--- src/sv/rbes_pkg.sv ---
// ----------------------------------------------------------------------------
// Rigid body Euler step package
// Shared types and constants for the integrator and its multiply unit.
// ----------------------------------------------------------------------------
package rbes_pkg;

    typedef enum logic [2:0] {
        OP_STEP     = 3'd0,
        OP_ADD_FORCE = 3'd1,
        OP_SET_VEL  = 3'd2,
        OP_SET_ACC  = 3'd3,
        OP_SET_POS  = 3'd4
    } opcode_t;

    localparam logic [2:0] REG_MODE     = 3'd0;
    localparam logic [2:0] REG_MASS     = 3'd1;
    localparam logic [2:0] REG_INV_MASS = 3'd2;
    localparam logic [2:0] REG_GRAV_X   = 3'd3;
    localparam logic [2:0] REG_GRAV_Y   = 3'd4;
    localparam logic [2:0] REG_GRAV_Z   = 3'd5;
    localparam logic [2:0] REG_DRAG     = 3'd6;
    localparam logic [2:0] REG_FRICTION = 3'd7;

    localparam int DT_BITS = 16;

    // Start request to the multiply unit.
    typedef struct packed {
        logic               start;
        logic signed [32:0] a;
        logic signed [32:0] b;
        logic [4:0]         shift;
    } mul_req_t;

    // Saturate a 66-bit value to 32 bits.
    function automatic logic signed [31:0] sat32(input logic signed [65:0] x);
        logic signed [65:0] hi;
        logic signed [65:0] lo;
        hi = 66'sd2147483647;
        lo = -66'sd2147483648;
        if (x > hi) return 32'sh7fffffff;
        if (x < lo) return 32'sh80000000;
        return x[31:0];
    endfunction

    function automatic logic signed [31:0] add_sat(input logic signed [31:0] a,
                                                   input logic signed [31:0] b);
        logic signed [32:0] s;
        s = 33'(a) + 33'(b);
        if (s[32] != s[31]) return s[32] ? 32'sh80000000 : 32'sh7fffffff;
        return s[31:0];
    endfunction

    // Saturating a - b; subtracting the most negative value from a non-negative a saturates high.
    function automatic logic signed [31:0] sub_sat(input logic signed [31:0] a,
                                                   input logic signed [31:0] b);
        logic signed [32:0] s;
        s = 33'(a) - 33'(b);
        if (s[32] != s[31]) return s[32] ? 32'sh80000000 : 32'sh7fffffff;
        return s[31:0];
    endfunction

endpackage

--- src/sv/rbes_mul.sv ---
// ----------------------------------------------------------------------------
// Rigid body Euler step multiply unit
// Registered signed multiply, arithmetic shift (floor) and saturation.
// The product is registered, then shifted and saturated into the result register, marked by done.
// ----------------------------------------------------------------------------
module rbes_mul (
    input  logic                     aclk,
    input  logic                     aresetn,
    input  rbes_pkg::mul_req_t       req,
    output logic                     done,
    output logic signed [31:0]       result
);
    import rbes_pkg::*;

    logic signed [65:0] prod_reg;
    logic [4:0]         shift_reg;
    logic               busy_reg;
    logic               done_reg;
    logic signed [31:0] result_reg;

    always_ff @(posedge aclk) begin
        if (!aresetn) begin
            busy_reg <= 1'b0;
            done_reg <= 1'b0;
        end else begin
            busy_reg <= req.start;
            done_reg <= busy_reg;
        end
        if (req.start) begin
            prod_reg  <= req.a * req.b;
            shift_reg <= req.shift;
        end
        if (busy_reg) begin
            result_reg <= sat32(prod_reg >>> shift_reg);
        end
    end

    assign done   = done_reg;
    assign result = result_reg;

endmodule

--- config.mk ---
export PLATFORM = sky130hd
export DESIGN_NAME = rbes_mul
export DESIGN_NICKNAME = d
export VERILOG_FILES = /design/src/sv/rbes_pkg.sv /design/src/sv/rbes_mul.sv
export SDC_FILE = /design/constraint.sdc
export NUM_CORES = 2
export LEC_CHECK = 0
export BUFFER_PORTS_ARGS = -buffer_cell sky130_fd_sc_hd__buf_2
export CORE_MARGIN = 2
export CORE_UTILIZATION = 40
export CTS_CLUSTER_SIZE = 20
export DETAILED_ROUTE_END_ITERATION = 10
export PLACE_DENSITY = 0.54
export SETUP_SLACK_MARGIN = 0.1
export SLEW_MARGIN = 20
export SYNTH_ARGS = -nofsm -noshare
export SYNTH_HDL_FRONTEND = slang
export SYNTH_SLANG_ARGS = --single-unit
--- constraint.sdc ---
create_clock -name aclk -period 22.8 [get_ports aclk]
set_input_delay 1.14 -clock aclk [delete_from_list [all_inputs] [get_ports aclk]]
set_output_delay 1.14 -clock aclk [all_outputs]
set_load 0.03 [all_outputs]
## After elaboration in Yosys (flattened, before gate mapping)

Cells that the tools add are included.

- Bits in registers: 105
- Input port bits: 74
- Output and inout port bits: 33
- Word-level logic and storage cells: 18

- $mul: 1
- Magnitude comparators: 2
- Shift operators: 1
- Mux-type cells: 9

Operators with widths:

| cell | number |
|---|---|
| 32-bit 2-to-1 mux | 4 |
| 66-bit by 32-bit greater-than comparator with 1-bit output (second input constant) | 1 |
| 66-bit by 32-bit less-than comparator with 1-bit output (second input constant) | 1 |
| 33-bit by 33-bit multiplier with 66-bit output | 1 |
| 66-bit by 5-bit >>> shifter with 66-bit output | 1 |
| 1-bit 2-to-1 mux | 5 |

## Depth between registers and ports, before layout

- Word-level depth: 8
- Gate-level depth with buffers: 29
- Depth with buffers taken out: 28

## Worst setup path after synthesis

Ideal clock, no wire load.

- Path kind: input-to-reg
- Start: input req[70] (netlist bit)
- End: register prod_reg[63], data pin
- Setup time: 0.259 ns
- Data arrival time: 8.589 ns
- Required time: 22.541 ns
- Setup slack: 13.952 ns
- Stages: 28
- Path buffers: 2
- Cell sequence: clkbuf_1 nand2_1 inv_1 fa_1 inv_1 fa_1 inv_1 fa_1 inv_1 fa_1 inv_1 fa_1 fa_1 inv_1 fa_1 fa_1 inv_1 ha_1 clkbuf_1 a21o_1 a21o_1 a21oi_1 nand2_1 a21oi_1 nor2_1 a311o_1 a21oi_1 xnor2_1

- Word-level cells in the longest chain between the ends: 1

RTL lines:

| element | line | source |
|---|---|---|
| from (decl) | rbes_mul.sv:9 | `input rbes_pkg::mul_req_t req,` |
| 33-bit by 33-bit multiplier with 66-bit output | rbes_mul.sv:30 | `prod_reg <= req.a * req.b;` |
| to (signal assigned) | rbes_mul.sv:30 |  |
| to (decl) | rbes_mul.sv:15 | `logic signed [65:0] prod_reg;` |

No other way between the ends.
A chain may end at the register's enable or synchronous reset.

## Worst setup path after layout

- Start: input req[60] (netlist bit)
- End: register prod_reg[61], data pin

Same word-level chain as after synthesis.

==> results <==
- In this run the critical register-to-register path is launched from shift_reg[1]$_DFFE_PP_.
- The number of cells on the worst reg-to-reg path is 11.
- The CTS buffer count is 9.
- In the layout the commonest cells are 1145 x fa_1, 1111 x inv_1, 670 x nand2_1.
- The worst hold path class is reg2reg.
- Entering global routing, the biggest net connects 86 pins.
- The initial cell density of the core is 0.4014.
- Summed over all layers, the routed wires come to 131500 um.
- The critical path class is in2reg.
- The share of synthesized flip-flops with an asynchronous set or reset is 0.
- The number of antenna violations at the first check in global routing is 6.
- Counting distinct cell types in the post-synthesis netlist gives 73.
- In this run the deepest clock path goes through 2 buffers.
- Yosys printed 0 warnings.
- The run finished with clean final reports.
- The maximum frequency from static timing analysis is 106.3 MHz.
- Measured along the y axis, the die boundary spans 344.8 um.
- The total nets after synthesis is 6401.
- The count of flip-flops with a built-in enable after synthesis is 103.
- The die footprint is 0.1189 mm2.
- STA classifies the critical path startpoint as a primary input.
- Measured against its own limit, the worst slew margin works out to 0.2562.
- The highest fanout seen on the critical path is 33.
- At the worst endpoint, the required time is 22.92 ns.
- At the later pin of the worst-skew pair, clock insertion delay measures 0.36 ns.
- The library cell used most frequently in the layout, excluding fill and tap cells, is fa_1.
- The final sum of negative setup slack is 0 ns.
- The worst hold path endpoint is result[4]$_SDFFCE_PN1P_.
- The routed layout has 32850 vias.
- The most used flip-flop cell after synthesis is edfxtp_1.
- The arrival time of data at the critical path endpoint is 9.53 ns.
- The number of cells traversed by the worst hold path is 1.
- For the pin with the worst max-slew slack, the measured transition is 1.116 ns.
- Counting every sink on the clock net gives 105.
- The first routing iteration left 2085 violations.
- At the end of routability-driven placement, the weighted congestion stood at 0.8726.
- The minimum period implied by the final worst setup slack is 9.408 ns.
- The count of input and output buffers is 106.
- The post-CTS clock slew at the launch and capture registers of the worst setup and hold paths is 0.08 ns.
- Excluding fillers, the count of instances in the completed layout stands at 6367.
- The number of levels in the clock H-tree is 3.
- The HPWL after detailed placement is 100900 um.
- The average instance area after synthesis is 9.356 um2.
- The number of top-level pins is 107.
- The total global routing overflow is 0.
- The die is 344.8 um wide.
- The number of rows created at floorplan is 125.
- The post-synthesis instance area is 0.04645 mm2.
- In the routed design, unresolved DRC markers number 0.
- Of the synthesized area, sequential elements account for 0.06745.
- Setup repair after global routing left no endpoint under its margin.
- The core region is 0.1157 mm2.
- Clock skew on the completed layout was measured at 0.01768 ns.
- The count of final max-slew check failures is 0.
- The worst setup path is captured at a register.
- The final hold violation count was 0.
- The cell chosen for the clock root is clkbuf_16.
- The setup-violating endpoint count in the final report is 0.
- The cell count after synthesis came out at 4965.
- The register with the most flip-flops in the layout has 66 of them.
- For this run, the post-layout net count is 6273.
- Across every metal layer, demand over resource in global routing totals 0.2312.
- The routed wirelength normalized by instance count is 20.66 um.
- The post-CTS setup buffer count is 0.
- In this run, synthesis produced a sequential element count of 105.
- The first TritonRoute pass finished after 5 iterations.
- The layout has 11640 filler cells.
- The endpoint identified for the worst register-to-register timing path is result[0]$_SDFFCE_PN1P_.
- Once layout is complete, the utilization of the core stands at 0.4167.
- The detail-routed via count per cell is 5.159.
- The tool flagged a number of max-cap violations equal to 0.
- The final antenna-violating net count is 0.
- The origin of the worst min-delay path is busy_reg$_SDFF_PN0_.
- Counting tap cells, the placed design contains a total of 6350 instances.
- The TritonCTS clock tree is yes.
- Across all register-to-register paths, the minimum setup slack is 17.75 ns.
- Post-CTS repair changed the size of 0 cells.
- The first global-routing pass estimated 211300 um of wire.
- The number of global-route vias before repair is 35890.
- The ratio of final minimum period to clock period is 0.4126.
- The number of hold buffers added after cts is 0.
- From synthesis to final layout, the design area changed by 3.811%.
- In the final layout, the share of cells above drive strength 1 is 0.05452.
-- cell usage after synthesis (11+ instances only) --
cell type | number | share of area
o21ai_2 | 23 | 0.0043
nand3_1 | 25 | 0.0027
and3_1 | 13 | 0.0018
xnor2_1 | 50 | 0.0094
buf_1 | 11 | 0.00089
mux4_2 | 17 | 0.0082
xor2_1 | 19 | 0.0036
nor3_1 | 24 | 0.0026
nor2b_1 | 11 | 0.0015
nor2_1 | 140 | 0.011
and2_1 | 548 | 0.074
mux2_2 | 40 | 0.0097
edfxtp_1 | 103 | 0.067
o21a_1 | 13 | 0.0021
a211oi_1 | 17 | 0.0027
inv_1 | 1112 | 0.090
a31oi_1 | 15 | 0.0020
nand2b_1 | 15 | 0.0020
clkbuf_1 | 239 | 0.019
nand2_1 | 670 | 0.054
o21bai_1 | 11 | 0.0018
a21oi_1 | 106 | 0.011
o211ai_1 | 15 | 0.0024
buf_2 | 17 | 0.0018
a21o_1 | 42 | 0.0068
mux2i_1 | 96 | 0.021
ha_1 | 217 | 0.058
nand4_1 | 17 | 0.0023
fa_1 | 1145 | 0.49
o21ai_0 | 85 | 0.0092
-- worst max-delay path: stages --
cell and delay (ns):
buf_2 0.72, and2_1 0.26, fa_1 0.46, fa_1 0.57, inv_1 0.07, fa_1 0.53, inv_1 0.05, fa_1 0.48
fa_1 0.61, fa_1 0.44, fa_1 0.49, inv_1 0.05, fa_1 0.48, inv_1 0.05, ha_1 0.35, nand3_1 0.23
nor4_1 0.13, and3_1 0.18, a32o_1 0.20, nor3_1 0.58, a31oi_1 0.32, a311oi_1 0.51, or2_2 0.26, o2111ai_1 0.14
nor3b_1 0.18
-- how the worst max path moves through the flow --
stage / start / cells after the start / slack (ns) / to
2_1_floorplan: req[70] / 28 / 13.95 / prod_reg[63]$_DFFE_PP_
3_3_place_gp: req[60] / 25 / 13.11 / prod_reg[57]$_DFFE_PP_
3_5_place_dp: req[11] / 25 / 13.01 / prod_reg[63]$_DFFE_PP_
4_1_cts: req[11] / 25 / 13.40 / prod_reg[63]$_DFFE_PP_
5_1_grt: req[11] / 27 / 12.92 / prod_reg[63]$_DFFE_PP_
6_report: req[60] / 25 / 13.39 / prod_reg[61]$_DFFE_PP_
-- metal layers --
metal | part of all wire | track usage
met1 | 0.45 | 0.3263
met2 | 0.48 | 0.3886
met3 | 0.056 | 0.02540
met5 | 0 | 0
met4 | 0.019 | 0.04266
-- layout make-up --
type                       instances  area, um2  share of cell area
timing repair buffer             145      825.8             0.01712
clock inverter                     7      51.30            0.001064
inverter                        1113       4178             0.08664
multi-input combinational       3463      37900              0.7859
clock buffer                       9      225.2            0.004670
antenna                            1      2.502          0.00005189
tap                             1524       1907             0.03954
sequential                       105       3133             0.06497
-- stage by stage --
step	cell area, um2	hold WS (ns)	setup WS, ns
detailed placement	47940	0.7436	13.01
CTS	48220	0.7743	13.40
floorplan	46450	0.9284	13.95
finish	48220	0.7681	13.39
global route	48220	0.8029	12.92
global placement	47940	0.7482	13.11
-- cell families (layout without fill, tap and decap cells) --
group	after synthesis	after routing	synth area share
multiplexers	159	159	0.04126
buffers and inverters	1397	1274	0.1167
XOR/XNOR	69	69	0.01301
flip-flops	105	105	0.06745
AO/OA/AOI/OAI	380	380	0.05304
adder cells (fa/ha/maj)	1362	1362	0.5519
AND/OR/NAND/NOR	1493	1493	0.1567
other	0	1	0
Power is not shown: default switching activity piles up to over one toggle a cycle in this logic, so the estimate is an artifact.
